[src/rtl/imts_pkg.sv]
`default_nettype none
package imts_pkg;

	// Line phase, one-hot
	typedef enum logic [6:0] {
		PH_START   = 7'b0000001,
		PH_SECTION = 7'b0000010,
		PH_KEY     = 7'b0000100,
		PH_VALUE   = 7'b0001000,
		PH_IGNORE  = 7'b0010000,
		PH_MARK1   = 7'b0100000,
		PH_MARK2   = 7'b1000000
	} phase_t;

	// Result status codes
	localparam logic [1:0] ST_FOUND   = 2'd0;
	localparam logic [1:0] ST_NO_DECL = 2'd1;
	localparam logic [1:0] ST_TWICE   = 2'd2;
	localparam logic [1:0] ST_UNKNOWN = 2'd3;

	// Theater codes
	localparam logic [1:0] TH_TEMPERATE = 2'd0;
	localparam logic [1:0] TH_DESERT    = 2'd1;
	localparam logic [1:0] TH_WINTER    = 2'd2;

	// Special bytes
	localparam logic [7:0] CH_LF   = 8'h0A;
	localparam logic [7:0] CH_SEMI = 8'h3B;
	localparam logic [7:0] CH_HASH = 8'h23;
	localparam logic [7:0] CH_LBRK = 8'h5B;
	localparam logic [7:0] CH_RBRK = 8'h5D;
	localparam logic [7:0] CH_EQ   = 8'h3D;
	localparam logic [7:0] BOM_0   = 8'hEF;
	localparam logic [7:0] BOM_1   = 8'hBB;
	localparam logic [7:0] BOM_2   = 8'hBF;

	// Keyword lengths
	localparam logic [3:0] LEN_MAP       = 4'd3;
	localparam logic [3:0] LEN_THEATER   = 4'd7;
	localparam logic [3:0] LEN_TEMPERATE = 4'd9;
	localparam logic [3:0] LEN_SIX       = 4'd6;
	localparam logic [3:0] KIDX_MAX      = 4'd15;

	// Keywords, zero padded to a power-of-two depth; reads are guarded by length
	localparam logic [7:0] WORD_MAP [4] = '{"M", "A", "P", 8'h00};
	localparam logic [7:0] WORD_THEATER [8] = '{"T", "H", "E", "A", "T", "E", "R", 8'h00};
	localparam logic [7:0] WORD_TEMPERATE [16] = '{"T", "E", "M", "P", "E", "R", "A", "T",
		"E", 8'h00, 8'h00, 8'h00, 8'h00, 8'h00, 8'h00, 8'h00};
	localparam logic [7:0] WORD_DESERT [8] = '{"D", "E", "S", "E", "R", "T", 8'h00, 8'h00};
	localparam logic [7:0] WORD_WINTER [8] = '{"W", "I", "N", "T", "E", "R", 8'h00, 8'h00};

	typedef struct packed {
		logic [1:0] file_pos;
		logic       in_map;
		phase_t     phase;
		logic [3:0] kidx;
		logic [2:0] alive;      // temperate, desert, winter matchers
		logic       pending;
		logic [1:0] decl_cnt;
		logic [1:0] first_th;
		logic       first_known;
	} scan_state_t;

	localparam scan_state_t RESET_STATE = '{
		file_pos:    2'd0,
		in_map:      1'b0,
		phase:       PH_START,
		kidx:        4'd0,
		alive:       3'b111,
		pending:     1'b0,
		decl_cnt:    2'd0,
		first_th:    2'd0,
		first_known: 1'b0
	};

	typedef struct packed {
		logic       valid;
		logic [7:0] data_byte;
		logic       final_byte;
	} step_t;

	typedef struct packed {
		logic [1:0] scan_status;
		logic [1:0] theater_code;
	} result_t;

endpackage
`default_nettype wire

[src/rtl/imts_if.sv]
`default_nettype none
interface imts_in_if;
	logic       valid;
	logic       ready;
	logic [7:0] data_byte;
	logic       final_byte;

	modport source (output valid, output data_byte, output final_byte, input ready);
	modport sink (input valid, input data_byte, input final_byte, output ready);
endinterface

interface imts_out_if;
	logic       valid;
	logic       ready;
	logic [1:0] scan_status;
	logic [1:0] theater_code;

	modport source (output valid, output scan_status, output theater_code, input ready);
	modport sink (input valid, input scan_status, input theater_code, output ready);
endinterface
`default_nettype wire

[src/rtl/imts_scan_core.sv]
`default_nettype none
module imts_scan_core (
	input  wire logic            clk,
	input  wire logic            arst_n,
	input  wire imts_pkg::step_t step,
	output imts_pkg::result_t    result
);

	imts_pkg::scan_state_t state_q;
	imts_pkg::scan_state_t after_byte;
	imts_pkg::scan_state_t after_line;

	function automatic logic is_space(logic [7:0] c);
		return c == 8'h20 || c == 8'h09 || c == 8'h0D || c == 8'h0C || c == 8'h0B;
	endfunction

	function automatic logic [7:0] to_upper(logic [7:0] c);
		return (c >= 8'h61 && c <= 8'h7A) ? c - 8'd32 : c;
	endfunction

	function automatic imts_pkg::scan_state_t clear_line(imts_pkg::scan_state_t s_in);
		imts_pkg::scan_state_t s;
		s = s_in;
		s.phase   = imts_pkg::PH_START;
		s.kidx    = 4'd0;
		s.alive   = 3'b111;
		s.pending = 1'b0;
		return s;
	endfunction

	// Commit what the line decided
	function automatic imts_pkg::scan_state_t finish_line(imts_pkg::scan_state_t s_in);
		imts_pkg::scan_state_t s;
		s = s_in;
		if (s.phase == imts_pkg::PH_SECTION) begin
			s.in_map = (s.kidx == imts_pkg::LEN_MAP + 4'd1);
		end else if (s.phase == imts_pkg::PH_VALUE) begin
			if (s.alive[0] && s.kidx == imts_pkg::LEN_TEMPERATE) begin
				s.first_known = 1'b1;
				s.first_th    = imts_pkg::TH_TEMPERATE;
			end else if (s.alive[1] && s.kidx == imts_pkg::LEN_SIX) begin
				s.first_known = 1'b1;
				s.first_th    = imts_pkg::TH_DESERT;
			end else if (s.alive[2] && s.kidx == imts_pkg::LEN_SIX) begin
				s.first_known = 1'b1;
				s.first_th    = imts_pkg::TH_WINTER;
			end
		end
		s.phase = imts_pkg::PH_IGNORE;
		return s;
	endfunction

	function automatic imts_pkg::scan_state_t key_char(imts_pkg::scan_state_t s_in,
		logic [7:0] c);
		imts_pkg::scan_state_t s;
		s = s_in;
		if (is_space(c)) begin
			if (s.kidx == imts_pkg::LEN_THEATER) s.pending = 1'b1;
			else s.phase = imts_pkg::PH_IGNORE;
		end else if (c == imts_pkg::CH_EQ) begin
			if (s.kidx != imts_pkg::LEN_THEATER) begin
				s.phase = imts_pkg::PH_IGNORE;
			end else begin
				if (s.decl_cnt != 2'd2) s.decl_cnt = s.decl_cnt + 2'd1;
				if (s.decl_cnt == 2'd1) begin
					s.phase   = imts_pkg::PH_VALUE;
					s.kidx    = 4'd0;
					s.alive   = 3'b111;
					s.pending = 1'b0;
				end else begin
					s.phase = imts_pkg::PH_IGNORE;
				end
			end
		end else if (!s.pending && s.kidx < imts_pkg::LEN_THEATER
			&& imts_pkg::WORD_THEATER[s.kidx[2:0]] == to_upper(c)) begin
			s.kidx = s.kidx + 4'd1;
		end else begin
			s.phase = imts_pkg::PH_IGNORE;
		end
		return s;
	endfunction

	function automatic imts_pkg::scan_state_t value_char(imts_pkg::scan_state_t s_in,
		logic [7:0] c);
		imts_pkg::scan_state_t s;
		logic [7:0] u;
		s = s_in;
		u = to_upper(c);
		if (is_space(c)) begin
			if (s.kidx != 4'd0) s.pending = 1'b1;
		end else begin
			if (s.pending) begin
				s.alive = 3'b000;
			end else begin
				if (!(s.kidx < imts_pkg::LEN_TEMPERATE
					&& imts_pkg::WORD_TEMPERATE[s.kidx] == u)) s.alive[0] = 1'b0;
				if (!(s.kidx < imts_pkg::LEN_SIX
					&& imts_pkg::WORD_DESERT[s.kidx[2:0]] == u)) s.alive[1] = 1'b0;
				if (!(s.kidx < imts_pkg::LEN_SIX
					&& imts_pkg::WORD_WINTER[s.kidx[2:0]] == u)) s.alive[2] = 1'b0;
			end
			if (s.kidx != imts_pkg::KIDX_MAX) s.kidx = s.kidx + 4'd1;
		end
		return s;
	endfunction

	function automatic imts_pkg::scan_state_t section_char(imts_pkg::scan_state_t s_in,
		logic [7:0] c);
		imts_pkg::scan_state_t s;
		s = s_in;
		if (is_space(c)) begin
			if (s.kidx == 4'd1 || s.kidx == 4'd2) s.phase = imts_pkg::PH_IGNORE;
		end else if (c == imts_pkg::CH_RBRK) begin
			if (s.kidx == imts_pkg::LEN_MAP) s.kidx = imts_pkg::LEN_MAP + 4'd1;
			else s.phase = imts_pkg::PH_IGNORE;
		end else if (s.kidx < imts_pkg::LEN_MAP
			&& imts_pkg::WORD_MAP[s.kidx[1:0]] == to_upper(c)) begin
			s.kidx = s.kidx + 4'd1;
		end else begin
			s.phase = imts_pkg::PH_IGNORE;
		end
		return s;
	endfunction

	function automatic imts_pkg::scan_state_t start_char(imts_pkg::scan_state_t s_in,
		logic [7:0] c);
		imts_pkg::scan_state_t s;
		s = s_in;
		if (!is_space(c)) begin
			if (c == imts_pkg::CH_LBRK) begin
				s.in_map = 1'b0;
				s.phase  = imts_pkg::PH_SECTION;
				s.kidx   = 4'd0;
			end else if (s.in_map) begin
				s.phase   = imts_pkg::PH_KEY;
				s.kidx    = 4'd0;
				s.pending = 1'b0;
				s       = key_char(s, c);
			end else begin
				s.phase = imts_pkg::PH_IGNORE;
			end
		end
		return s;
	endfunction

	function automatic imts_pkg::scan_state_t byte_step(imts_pkg::scan_state_t s_in,
		logic [7:0] c);
		imts_pkg::scan_state_t s;
		s = s_in;
		if (c == imts_pkg::CH_LF) begin
			s = clear_line(finish_line(s));
		end else if (s.phase == imts_pkg::PH_MARK1) begin
			s.phase = (c == imts_pkg::BOM_1) ? imts_pkg::PH_MARK2 : imts_pkg::PH_IGNORE;
		end else if (s.phase == imts_pkg::PH_MARK2) begin
			s.phase = (c == imts_pkg::BOM_2) ? imts_pkg::PH_START : imts_pkg::PH_IGNORE;
		end else if (s.file_pos == 2'd0 && c == imts_pkg::BOM_0) begin
			s.phase = imts_pkg::PH_MARK1;
		end else if (c == imts_pkg::CH_SEMI || c == imts_pkg::CH_HASH) begin
			s = finish_line(s);
		end else begin
			unique case (s.phase)
				imts_pkg::PH_START:   s = start_char(s, c);
				imts_pkg::PH_SECTION: s = section_char(s, c);
				imts_pkg::PH_KEY:     s = key_char(s, c);
				imts_pkg::PH_VALUE:   s = value_char(s, c);
				default: ;
			endcase
		end
		if (s.file_pos != 2'd3) s.file_pos = s.file_pos + 2'd1;
		return s;
	endfunction

	always_comb begin
		after_byte = byte_step(state_q, step.data_byte);
		after_line = finish_line(after_byte);
	end

	always_comb begin
		result.theater_code = imts_pkg::TH_TEMPERATE;
		if (after_line.decl_cnt == 2'd0) begin
			result.scan_status = imts_pkg::ST_NO_DECL;
		end else if (after_line.decl_cnt == 2'd2) begin
			result.scan_status = imts_pkg::ST_TWICE;
		end else if (after_line.first_known) begin
			result.scan_status  = imts_pkg::ST_FOUND;
			result.theater_code = after_line.first_th;
		end else begin
			result.scan_status = imts_pkg::ST_UNKNOWN;
		end
	end

	// Return to the reset state after the last byte of a file
	always_ff @(posedge clk or negedge arst_n) begin
		if (!arst_n) begin
			state_q <= imts_pkg::RESET_STATE;
		end else if (step.valid) begin
			state_q <= step.final_byte ? imts_pkg::RESET_STATE : after_byte;
		end
	end

endmodule
`default_nettype wire

[src/rtl/ini_map_theater_scanner.sv]
`default_nettype none
// Channel   Role  Payload                              Request
// stream    sink  data_byte[7:0], final_byte           one file byte
// report    src   scan_status[1:0], theater_code[1:0]  one result per file
//
// One byte is taken every cycle while stream.ready is high; the scanner state advances on the byte itself.
// The report for a file appears the cycle after its final byte is taken when the
// report register is empty or draining; otherwise it waits in the spare register.
// stream.ready drops only while the spare register holds a report (two reports wait).
// Reset clears the scanner to the start of a file and empties both report registers.
module ini_map_theater_scanner (
	input wire logic    clk,
	input wire logic    arst_n,
	imts_in_if.sink     stream,
	imts_out_if.source  report
);

	imts_pkg::step_t   step;
	imts_pkg::result_t core_result;
	imts_pkg::result_t result_q;
	imts_pkg::result_t spare_q;
	logic              report_valid_q;
	logic              spare_valid_q;
	logic              accept;
	logic              load;
	logic              advance;

	// Take a new request while the spare register is free; the ready path never
	// depends on report.ready
	assign stream.ready = !spare_valid_q;
	assign accept       = stream.valid && stream.ready;
	assign load         = accept && stream.final_byte;
	// Report register is empty or drained this cycle
	assign advance      = !report_valid_q || report.ready;

	assign step.valid      = accept;
	assign step.data_byte  = stream.data_byte;
	assign step.final_byte = stream.final_byte;

	imts_scan_core u_core (
		.clk    (clk),
		.arst_n (arst_n),
		.step   (step),
		.result (core_result)
	);

	// Hold the report until taken; refill from the spare first, then from a final byte.
	// Park a final byte's report in the spare while the report register is stalled.
	always_ff @(posedge clk or negedge arst_n) begin
		if (!arst_n) begin
			report_valid_q <= 1'b0;
			spare_valid_q  <= 1'b0;
		end else if (advance) begin
			report_valid_q <= spare_valid_q || load;
			spare_valid_q  <= 1'b0;
		end else if (load) begin
			spare_valid_q <= 1'b1;
		end
	end

	always_ff @(posedge clk) begin
		if (advance && (spare_valid_q || load)) begin
			result_q <= spare_valid_q ? spare_q : core_result;
		end
		if (!advance && load) begin
			spare_q <= core_result;
		end
	end

	assign report.valid        = report_valid_q;
	assign report.scan_status  = result_q.scan_status;
	assign report.theater_code = result_q.theater_code;

`ifndef SYNTH
	a_report_from_final: assert property (@(posedge clk) disable iff (!arst_n)
		$rose(report_valid_q) |-> $past(load))
		else $error("report raised without a final byte");

	a_spare_behind_report: assert property (@(posedge clk) disable iff (!arst_n)
		spare_valid_q |-> report_valid_q)
		else $error("spare report held with the report register empty");

	a_code_zero_unless_found: assert property (@(posedge clk) disable iff (!arst_n)
		report_valid_q && result_q.scan_status != imts_pkg::ST_FOUND
		|-> result_q.theater_code == imts_pkg::TH_TEMPERATE)
		else $error("theater code set on a failed scan");
`endif

endmodule
`default_nettype wire

[src/flat_wrapper.sv]
// flat-port wrapper written by rule: the top's interface ports become plain ports
module ini_map_theater_scanner_flat 
  (clk, arst_n, stream_valid, stream_data_byte, stream_final_byte, stream_ready, report_valid, report_scan_status, report_theater_code, report_ready);
  imts_in_if stream_i ();
  imts_out_if report_i ();
  input wire logic clk;
  input wire logic arst_n;
  input wire logic [$bits(stream_i.valid)-1:0] stream_valid;
  input wire logic [$bits(stream_i.data_byte)-1:0] stream_data_byte;
  input wire logic [$bits(stream_i.final_byte)-1:0] stream_final_byte;
  output wire logic [$bits(stream_i.ready)-1:0] stream_ready;
  output wire logic [$bits(report_i.valid)-1:0] report_valid;
  output wire logic [$bits(report_i.scan_status)-1:0] report_scan_status;
  output wire logic [$bits(report_i.theater_code)-1:0] report_theater_code;
  input wire logic [$bits(report_i.ready)-1:0] report_ready;
  assign stream_i.valid = stream_valid;
  assign stream_i.data_byte = stream_data_byte;
  assign stream_i.final_byte = stream_final_byte;
  assign stream_ready = stream_i.ready;
  assign report_valid = report_i.valid;
  assign report_scan_status = report_i.scan_status;
  assign report_theater_code = report_i.theater_code;
  assign report_i.ready = report_ready;
  ini_map_theater_scanner u_core (.clk(clk), .arst_n(arst_n), .stream(stream_i), .report(report_i));
endmodule
[config.mk]
export PLATFORM = sky130hd
export DESIGN_NAME = ini_map_theater_scanner_flat
export DESIGN_NICKNAME = d
export VERILOG_FILES = /design/src/rtl/imts_pkg.sv /design/src/rtl/imts_if.sv /design/src/rtl/imts_scan_core.sv /design/src/rtl/ini_map_theater_scanner.sv /design/src/flat_wrapper.sv
export SDC_FILE = /design/constraint.sdc
export NUM_CORES = 1
export LEC_CHECK = 0
export ABC_AREA = 0
export ABC_CLOCK_PERIOD_IN_PS = 5000
export BUFFER_PORTS_ARGS = -buffer_cell sky130_fd_sc_hd__buf_2
export CAP_MARGIN = 5
export CORE_ASPECT_RATIO = 1.5
export CORE_MARGIN = 4
export CORE_UTILIZATION = 60
export DETAILED_ROUTE_END_ITERATION = 7
export PLACE_DENSITY = 0.75
export REMOVE_ABC_BUFFERS = 1
export SYNTH_ARGS = -nofsm -noshare
export SYNTH_HDL_FRONTEND = slang
export SYNTH_SLANG_ARGS = --single-unit
[constraint.sdc]
create_clock -name clk -period 5 [get_ports clk]
set_input_delay 0.25 -clock clk [delete_from_list [all_inputs] [get_ports clk]]
set_output_delay 0.25 -clock clk [all_outputs]
set_load 0.1 [all_outputs]
# Yosys cells after proc, flatten, opt, wreduce, memory -nomap -nowiden
# Memory sizes are Yosys's and may differ from the RTL's.
# Index checks and enable logic that the tools add are counted.
# Widths: inputs -> output; s select.
dict set report totals {
  register_bits 33
  rom_bits 320
  input_bits 13
  wordCells 242
  mem_count 4
}
# name words word_bits read_ports rd_clocked_by_memory_dff wr line_no
set memory_table {}
lappend memory_table {{(name not given)} 16 8 1 0 0 imts_scan_core.sv:96} ;# && imts_pkg::WORD_TEMPERATE[s.kidx] == u)) s.alive[0] = 1'b0;
lappend memory_table {{(name not given)} 8 8 1 0 0 imts_scan_core.sv:100} ;# && imts_pkg::WORD_WINTER[s.kidx[2:0]] == u)) s.alive[2] = 1'b0;
lappend memory_table {{(name not given)} 8 8 1 0 0 imts_scan_core.sv:98} ;# && imts_pkg::WORD_DESERT[s.kidx[2:0]] == u)) s.alive[1] = 1'b0;
lappend memory_table {{(name not given)} 8 8 1 0 0 imts_scan_core.sv:75} ;# && imts_pkg::WORD_THEATER[s.kidx[2:0]] == to_upper(c)) begin
dict set report op_classes {
  add_sub_neg 4
  n_lt_le_gt_ge 9
  eq_ne 61
  mux 107
  bitwise_logic 3
  n_reduce_logical 39
}
# cell n
set ops {}
lappend ops {{$mux 10} 11}
lappend ops {{$mux 7} 14}
lappend ops {{$mux 8} 12}
lappend ops {{$pmux 21 s4} 1}
lappend ops {{$mux 21} 3}
lappend ops {{$mux 13} 4}
lappend ops {{$eq 8x4->1 const B} 5}
lappend ops {{$eq 8x8->1} 5}
lappend ops {{$mux 2} 18}
lappend ops {{$mux 11} 3}
lappend ops {{$mux 3} 11}
lappend ops {{$eq 8x6->1 const B} 4}
lappend ops {{$ne 4x4->1 const B} 8}
lappend ops {{$eq 8x8->1 const B} 3}
lappend ops {{$mux 4} 6}
lappend ops {{$mux 23} 1}
lappend ops {{$mux 5} 4}
lappend ops {{$ne 5x5->1 const B} 4}
lappend ops {{$logic_and 1x1->1} 18}
lappend ops {{$bmux 8 s2} 1}
lappend ops {{$eq 4x3->1 const B} 4}
lappend ops {{$eq 8x7->1 const B} 2}
lappend ops {{$reduce_and 16->1} 1}
lappend ops {{$ne 3x3->1 const B} 5}
lappend ops {{39 further kinds} 75}

# Depth between registers and ports, before layout
# Gate-level depths: netlist (run 1).
dict set report logic_depth {
  ltp_word 34
  mapped_depth 16
  mapped_depth_nobuf 13
}

# Hierarchy
# A second synthesis (run 1) with hierarchy kept.
dict set report unflattened {
  cells_unflattened 502
  hier_area_um2 3853.7
}
# module n_inst cells_per_inst area_per_inst_um2 seq_area_each_um2
set modules_own_cells {}
lappend modules_own_cells {imts_scan_core 1 478 3439.5 580.6}
lappend modules_own_cells {ini_map_theater_scanner 1 24 414.1 290.3}

# Least setup slack after synthesis (run 1)
# No wires, ideal clock.
dict set report synth_path {
  path_type {register -> register}
  start {register u_core.u_core.state_q[10] (netlist name)}
  end {register u_core.result_q, in the netlist u_core.report.theater_code[1], data pin}
  arrival_ns 3.412
  required_ns 4.740
  slack_ns 1.328
  path_stages_with_launch 15
  period_less_slack_ns 3.672
  cell_sequence {dfrtp_1 > clkbuf_1 > inv_1 > ha_1 > nor2b_1 > a211oi_1 > a21oi_1 > a211o_1 > or4b_1 > a31oi_1 > nand2b_1 > nor4_2 > a21o_1 > a211oi_2 > mux2_2}
}
# element line_no
set synth_rtl {}
lappend synth_rtl {{from (decl)} imts_scan_core.sv:9} ;# imts_pkg::scan_state_t state_q;
lappend synth_rtl {{from (signal assigned)} imts_scan_core.sv:195} ;# state_q <= imts_pkg::RESET_STATE;
lappend synth_rtl {{from (signal assigned)} imts_scan_core.sv:197} ;# state_q <= step.final_byte ? imts_pkg::RESET_STATE : after_byte;
lappend synth_rtl {{to (signal assigned)} ini_map_theater_scanner.sv:63} ;# result_q <= spare_valid_q ? spare_q : core_result;
lappend synth_rtl {{to (decl)} ini_map_theater_scanner.sv:20} ;# imts_pkg::result_t result_q;

# Worst setup path after layout (run 1)
dict set report layout_path {
  start {register u_core.u_core.state_q[9] (netlist name)}
  end {register u_core.result_q, in the netlist u_core.report.theater_code[0], data pin}
}
dict set report layout_between {
  elab_chain_cells 26
  word_cells_on_any_way 106
}
# element line_no
set layout_lines {}
lappend layout_lines {{$not 3->4 (implied by the code) / $not 2->3 (equally long branches)} n/a}
lappend layout_lines {{$mem_v2 8x8 / $bmux 8 s2 (equally long branches)} n/a}
lappend layout_lines {{$mux 8, on equally long branches (2 in a row)} {imts_scan_core.sv:75, imts_scan_core.sv:117}}
lappend layout_lines {{$eq 8x8->1, on equally long branches} {imts_scan_core.sv:75, imts_scan_core.sv:117}}
lappend layout_lines {{$logic_and 1x1->1, on equally long branches} {imts_scan_core.sv:75, imts_scan_core.sv:117}}
lappend layout_lines {{$mux 4, on equally long branches} {imts_scan_core.sv:74, imts_scan_core.sv:116}}
lappend layout_lines {{$mux 11, on equally long branches} {imts_scan_core.sv:60, imts_scan_core.sv:113}}
lappend layout_lines {{$mux 7 / $mux 4 (equally long branches)} {imts_scan_core.sv:57, imts_scan_core.sv:111}}
lappend layout_lines {{[9 not listed]} n/a}
lappend layout_lines {{$mux 3} imts_scan_core.sv:41} ;# end else if (s.alive[1] && s.kidx == imts_pkg::LEN_SIX) begin
lappend layout_lines {{$mux 3} imts_scan_core.sv:38} ;# if (s.alive[0] && s.kidx == imts_pkg::LEN_TEMPERATE) begin
lappend layout_lines {{$mux 3} imts_scan_core.sv:37} ;# end else if (s.phase == imts_pkg::PH_VALUE) begin
lappend layout_lines {{$mux 3} imts_scan_core.sv:35} ;# if (s.phase == imts_pkg::PH_SECTION) begin
lappend layout_lines {{$mux 2} imts_scan_core.sv:184} ;# end else if (after_line.first_known) begin
lappend layout_lines {{$mux 2} imts_scan_core.sv:182} ;# end else if (after_line.decl_cnt == 2'd2) begin
lappend layout_lines {{$mux 2 *} imts_scan_core.sv:180} ;# if (after_line.decl_cnt == 2'd0) begin
lappend layout_lines {{$mux 4 *} ini_map_theater_scanner.sv:63}
# Mark *: on every way between the ends. The rest lies on a longest branch, timed or not. The select of a mux whose other input is x is not followed.
# A chain may end at the register's enable or synchronous reset.

==> results of run 1 <==
final cells by class:
cell class                 instances  share of cell area [%]
clock buffer                       5                    1.68
clock inverter                     3                   0.428
inverter                          22                    2.02
multi-input combinational        417                    68.9
sequential                        33                    21.3
tap                               76                    2.32
timing repair buffer              24                    3.36
synthesized netlist by cell type, drive strengths merged, types with 5 or more instances:
library cell	n	area share (%)
mux2i	8	2.0
edfxtp	8	6.0
a211oi	11	2.6
o21ai	36	4.5
xor2	5	1.3
ha	11	3.4
nand2	40	3.8
clkbuf	16	1.5
dfrtp	21	13
nor2	50	4.9
a21oi	36	4.7
o211ai	9	1.9
nand4	11	1.9
o22ai	8	1.4
o31ai	7	1.3
buf	21	4.0
or3	7	1.3
xnor2	11	2.4
and2	7	1.2
nand2b	11	1.7
and3	12	1.9
nor3	14	2.0
nor4	9	2.6
inv	21	2.0
a21o	5	0.94
nor2b	11	1.7
and4	5	1.2
nand3	21	2.6
timing repair:
action,CTS,global route
resized for setup,0,0
endpoints found under the hold margin,21,0
hold buffers,1,0
metal layers:
| layer | vias to the layer above | track usage (%) |
|---|---|---|
| met4 | 0 | 18.3 |
| met5 | - | 0 |
| li1 | 1883 | - |
| met1 | 1904 | 36.9 |
| met2 | 165 | 55.0 |
| met3 | 42 | 3.26 |
worst min path at each step:
| stage | endpoint | cells past startpoint | slack, ns |
|---|---|---|---|
| 2_1_floorplan | u_core.report.valid$_DFFE_PN0N_ | 0 | -0.05 |
| 3_5_place_dp | u_core.u_core.state_q[12]$_DFFE_PN0P_ | 1 | 0.27 |
| 3_3_place_gp | u_core.u_core.state_q[11]$_DFFE_PN0P_ | 1 | 0.27 |
| 6_report | u_core.report.valid$_DFFE_PN0N_ | 3 | 0.25 |
| 4_1_cts | u_core.report.valid$_DFFE_PN0N_ | 3 | 0.24 |
| 5_1_grt | u_core.report.valid$_DFFE_PN0N_ | 3 | 0.28 |
metrics by stage:
stage	total power, mW	instances	area, sq um	setup WS [ns]
2_1_floorplan	0.692	472	3780	1.42
3_3_place_gp	0.821	571	4000	1.07
3_5_place_dp	0.824	571	4000	0.962
4_1_cts	1.02	580	4100	0.925
5_1_grt	1.09	580	4100	0.554
6_report	1.03	580	4100	0.866
power breakdown:
| part | internal (mW) | switching, mW | total (mW) |
|---|---|---|---|
| sequential | 0.299 | 0.0491 | 0.348 |
| clock | 0.0958 | 0.101 | 0.197 |
| combinational | 0.173 | 0.310 | 0.483 |
registers in the layout, indices dropped and copies added, names as in the netlist:
register                    cells
u_core.spare_valid_q            1
u_core.report.theater_code      2
u_core.report.scan_status       2
u_core.spare_q                  4
u_core.u_core.state_q          23
u_core.report.valid             1
worst register-to-register path, delay by kind of cell, from the launching register on:
kind | cells | cell delay [ns]
simple gates | 5 | 1.41
compound gates | 6 | 1.22
fa+ha+maj | 1 | 0.40
buf+inv | 1 | 0.21
flops | 1 | 0.65
cell families after synthesis:
logic type / synth area share, %
multiplexers: 2.57
flip-flops: 21.8
AND/OR/NAND/NOR: 31.8
AO/OA/AOI/OAI: 29.1
adder cells (fa/ha/maj): 3.44
XOR/XNOR: 3.69
buffers and inverters: 7.61
==> results.py, run 1 <==
metrics = {
    "run_status": {
        "status": "completed",
    },
    "worst_setup_path": {
        "startpoint": "u_core.u_core.state_q[9]$_DFFE_PN0P_",
        "crit_required_ns": 5.05,
        "crit_buf_inv": 1,
        "startpoint_type": "flip-flop",
        "worstReg2RegStart": "u_core.u_core.state_q[9]$_DFFE_PN0P_",
        "r2r_setup_slack_ns": 0.87,
        "endpoint": "u_core.report.theater_code[0]$_DFFE_PP_",
        "crit_chain": "inv_1 -> ha_1 -> nor2b_1 -> a211oi_1 -> a21oi_1 -> a211o_1 -> or4b_1 -> a31oi_1 -> nand2b_1 -> nor4_2 -> a211oi_1 -> nand3b_1 -> a31o_1",
        "crit_path_end_kind": "flip-flop",
        "critPathTopFamily": "simple AND/OR/NAND/NOR gates",
        "path_max_fanout": 15,
        "crit_cells": 13,
        "crit_top_cell": "a211oi_1",
        "path_class": "reg -> reg",
        "cpPeakStageDelay_ns": 0.65,
        "reg2reg_to": "u_core.report.theater_code[0]$_DFFE_PP_",
        "rr_worst_depth": 13,
        "critical_path_arrival_ns": 4.19,
        "critPathSlowestCell": "dfrtp_1",
    },
    "pwr": {
        "peakVddDrop_mv": 0.272,
        "p_per_area_nw_per_um2": 251,
        "leakage_nw": 1.54,
    },
    "synthesis": {
        "netlist_area_sq_um": 4000,
        "synth_edf_count": 8,
        "ys_async_sr_fraction_pct": 75.8,
        "synth_cell_type_count": 90,
        "ys_ff_latch": 33,
        "synth_top_flop_cell": "dfrtp_1",
        "avgSynthCellArea_sq_um": 7.85,
        "ys_warn_count": 0,
        "syn-instance-count": 509,
        "yosysSeqAreaShare_pct": 21.8,
    },
    "grt": {
        "grt_antenna_before_repair": 0,
        "grt_pass1_wl_um": 19800,
        "overflow": 0,
        "grt_max_degree": 26,
        "track_usage_pct": 31.8,
        "first_global_vias": 3909,
    },
    "timing": {
        "clock_skew_ns": 0.00591,
        "setup_viol": 0,
        "fin_hold_ws_ns": 0.247,
        "relSlewSlack_pct": 34.0,
        "drv_slew": 0,
        "fin_crit_sh_pct": 82.7,
        "hold_viol": 0,
        "tns_ns": 0,
        "worstMarginPinSlew_ns": 0.981,
        "finalCriticalPeriod_ns": 4.13,
        "fmax_mhz": 242,
        "rsz0062_at_grt": "no",
    },
    "hold_path": {
        "holdCritStartpoint": "stream_valid",
        "hp-class": "in -> reg",
    },
    "cts": {
        "cts_buffer_depth": 2,
        "root_buffer": "clkbuf_8",
        "cts_buffers": 5,
        "cts_setup_buffers": 0,
        "clk_pin_slew_ns": 0.07,
        "cts.sinks": 33,
        "clock_latency_ns": 0.30,
        "htreeDepth": 2,
        "cts_tree": "built",
    },
    "drt": {
        "firstDrtPassIters": 5,
        "routed.top_layer": "met4",
        "met3_length_um": 536,
        "wl_met1_um": 4880,
        "dr_wl_met2_um": 6260,
        "final_antenna_net_count": 0,
        "viasPerCell": 6.89,
        "vias": 3994,
        "drc": 0,
        "routed_wl_um": 12300,
        "drt_iter0_markers": 431,
        "wl_per_cell_um": 21.2,
    },
    "floorplanning": {
        "die_w_um": 74.6,
        "design.die.area_sq_um": 8060,
        "rows": 36,
        "ios": 19,
        "die_y_um": 108,
        "coreArea_sq_um": 6490,
        "start_util_pct": 61.6,
    },
    "cells_and_area": {
        "area_delta_synth_final_pct": 2.44,
        "mostFrequentLayoutCell": "nor2_1",
        "layout-drive-gt1-share_pct": 14.7,
        "antenna_cells": 0,
        "final_cell_mix": "nor2_1 (47), nand2_1 (39), a21oi_1 (34), o21ai_0 (33)",
        "fillers": 621,
        "multi_input_area_sq_um": 2820,
        "seq_area_sq_um": 871,
        "fin_nets": 527,
        "fin_util_pct": 63.1,
    },
    "place": {
        "routabilityCongestion": 1.04,
        "dp_hpwl_um": 9360,
        "port_buffers": 18,
    },
    "run": {
        "cap_violations": 0,
    },
}
Note: power is estimated with default switching activity, not from simulation.
==> inputs of run 2 (changes only) <==
--- a/config.mk
+++ b/config.mk
@@ -6,7 +6,7 @@
 export NUM_CORES = 1
 export LEC_CHECK = 0
 export ABC_AREA = 0
-export ABC_CLOCK_PERIOD_IN_PS = 5000
+export ABC_CLOCK_PERIOD_IN_PS = 4000
 export BUFFER_PORTS_ARGS = -buffer_cell sky130_fd_sc_hd__buf_2
 export CAP_MARGIN = 5
 export CORE_ASPECT_RATIO = 1.5
==> constraint.sdc (replaced) <==
create_clock -name clk -period 4 [get_ports clk]
set_input_delay 0.2 -clock clk [delete_from_list [all_inputs] [get_ports clk]]
set_output_delay 0.2 -clock clk [all_outputs]
set_load 0.1 [all_outputs]
==> run 2 against run 1 <==
  * Clock skew down 0.00098 ns
  * Cell count increased by 1.6%
  * Clock power up 54%
  * Global-route usage grew 1.2 points
  * Largest power group unchanged
  * Highest routed layer unchanged
==> results.py, run 2 (synthesis results as in run 1) <==
metrics = {
    "run_status": {
        "status": "completed",
    },
    "floorplanning": {
        "die_y_um": 108,
        "coreArea_sq_um": 6490,
        "rows": 36,
        "start_util_pct": 61.6,
        "die_w_um": 74.6,
        "design.die.area_sq_um": 8060,
        "ios": 19,
    },
    "cells_and_area": {
        "largest_reg_flops": 23,
        "antenna_cells": 0,
        "fillers": 587,
        "fin_nets": 536,
        "top_regs": "u_core.u_core.state_q: 23 flops, u_core.spare_q: 4 flops",
        "layout.cells.non_filler": 589,
        "stdcell_area_sq_um": 4200,
        "area_delta_synth_final_pct": 4.98,
        "regMostFlops": "u_core.u_core.state_q",
        "final_cell_mix": "nor2_1 (47), nand2_1 (39), a21oi_1 (34), o21ai_0 (33)",
        "layout-drive-gt1-share_pct": 16.2,
        "mostFrequentLayoutCell": "nor2_1",
    },
    "timing": {
        "fmax_mhz": 261,
        "tns_ns": 0,
        "relSlewSlack_pct": 57.6,
        "hold_viol": 0,
        "clock_skew_ns": 0.00493,
        "setup_viol": 0,
        "drv_slew": 0,
        "fin_crit_sh_pct": 95.7,
        "finalCriticalPeriod_ns": 3.83,
        "worstMarginPinSlew_ns": 0.618,
    },
    "pwr": {
        "p_per_area_nw_per_um2": 327,
        "leakage_nw": 1.59,
        "peakVddDrop_mv": 0.423,
    },
    "grt": {
        "first_global_vias": 3982,
        "grt_max_degree": 26,
        "grt_antenna_before_repair": 0,
        "overflow": 0,
        "track_usage_pct": 33.0,
        "grt_pass1_wl_um": 20300,
    },
    "cts": {
        "clk_pin_slew_ns": 0.07,
        "cts_setup_buffers": 0,
        "cts_buffer_depth": 2,
        "cts_buffers": 5,
        "cts.sinks": 33,
        "root_buffer": "clkbuf_8",
        "clock_latency_ns": 0.29,
        "htreeDepth": 2,
        "cts_tree": "built",
    },
    "worst_setup_path": {
        "crit_path_end_kind": "flip-flop",
        "path_max_fanout": 5,
        "reg2reg_to": "u_core.report.theater_code[0]$_DFFE_PP_",
        "r2r_setup_slack_ns": 0.17,
        "startpoint_type": "flip-flop",
        "crit_required_ns": 4.04,
        "critical_path_arrival_ns": 3.87,
        "rr_worst_depth": 13,
        "worstReg2RegStart": "u_core.u_core.state_q[9]$_DFFE_PN0P_",
        "path_class": "reg -> reg",
    },
    "place": {
        "dp.cells": 580,
        "routabilityCongestion": 1.04,
        "place_area_sq_um": 4070,
        "dp_hpwl_um": 9660,
        "port_buffers": 18,
    },
    "drt": {
        "viasPerCell": 7.08,
        "wl_per_cell_um": 21.9,
        "drt_iter0_markers": 458,
        "firstDrtPassIters": 5,
        "routed_wl_um": 12900,
        "final_antenna_net_count": 0,
        "drc": 0,
        "vias": 4170,
    },
    "hold_path": {
        "hold_end": "u_core.spare_valid_q$_DFFE_PN0P_",
        "hp-class": "in -> reg",
        "min_path_cells": 4,
        "holdCritStartpoint": "report_ready",
    },
    "run": {
        "cap_violations": 0,
    },
}
-- run 2: cell count changes in the layout (fill, tap and decap cells not counted), sizes merged --
cell / before / now
buf: 23 / 32
clkinv: 3 / 2
clkinvlp: 1 / 0
bufinv: 0 / 1
clkbuf: 5 / 6
-- run 2: repair_timing --
| item | 4_1_cts | 5_1_grt |
|---|---|---|
| hold endpoints to repair | 21 | 0 |
| hold buffers | 1 | 0 |
| resized for setup | 0 | 3 |
| setup endpoints to repair | 0 | 7 |
-- run 2: layer usage --
metal | share of wire [%] | global-route usage [%]
met3 | 4.9 | 3.16
met5 | 0 | 0
met2 | 51 | 56.2
met4 | 5.8 | 20.9
met1 | 39 | 38.4
-- run 2: report_power, final --
| part | switching [mW] | internal, mW |
|---|---|---|
| clock | 0.120 | 0.184 |
| combinational | 0.415 | 0.232 |
| sequential | 0.0488 | 0.374 |
| total | 0.584 | 0.789 |
-- run 2: critical path, cell delays in order, from the launching register on --
cell,delay (ns)
dfrtp_1,0.43
inv_1,0.14
ha_1,0.39
nor2b_1,0.18
a211oi_1,0.35
a21oi_1,0.09
a211o_1,0.28
or4b_1,0.47
a31oi_1,0.23
nand2b_1,0.13
nor4_4,0.36
a211oi_1,0.09
nand3b_1,0.21
a31o_1,0.24
-- run 2: stage by stage --
stage,hold slack [ns],total power [mW],utilization [%],setup WS [ns]
floorplan,-0.0956,0.865,-,0.416
global placement,0.206,1.04,62.7,0.274
CTS,0.203,1.36,64.5,0.146
detailed placement,0.223,1.05,62.7,0.187
global route,0.255,1.44,64.7,-0.0706
finish,0.210,1.37,64.7,0.171
-- run 2: cell type report --
cell class                      instances  area, sq um  share of cell area [%]
Clock buffer                            6         72.6                    1.73
Sequential cell                        33          871                    20.8
Clock inverter                          2         33.8                   0.805
Timing Repair Buffer                   33          205                    4.89
Multi-Input combinational cell        417         2840                    67.6
Tap cell                               76         95.1                    2.27
Inverter                               22         82.6                    1.97
-- run 2: worst max path at each step --
stage | startpoint | to | slack (ns) | cells past startpoint
finish | u_core.u_core.state_q[9]$_DFFE_PN0P_ | u_core.report.theater_code[0]$_DFFE_PP_ | 0.17 | 13
floorplan | u_core.u_core.state_q[10]$_DFFE_PN0P_ | u_core.report.theater_code[1]$_DFFE_PP_ | 0.42 | 13
CTS | u_core.u_core.state_q[9]$_DFFE_PN0P_ | u_core.report.theater_code[0]$_DFFE_PP_ | 0.15 | 13
detailed placement | u_core.u_core.state_q[9]$_DFFE_PN0P_ | u_core.report.theater_code[0]$_DFFE_PP_ | 0.19 | 13
global route | u_core.u_core.state_q[9]$_DFFE_PN0P_ | u_core.spare_q[2]$_DFFE_PP_ | -0.07 | 13
global placement | u_core.u_core.state_q[10]$_DFFE_PN0P_ | u_core.report.theater_code[1]$_DFFE_PP_ | 0.27 | 13
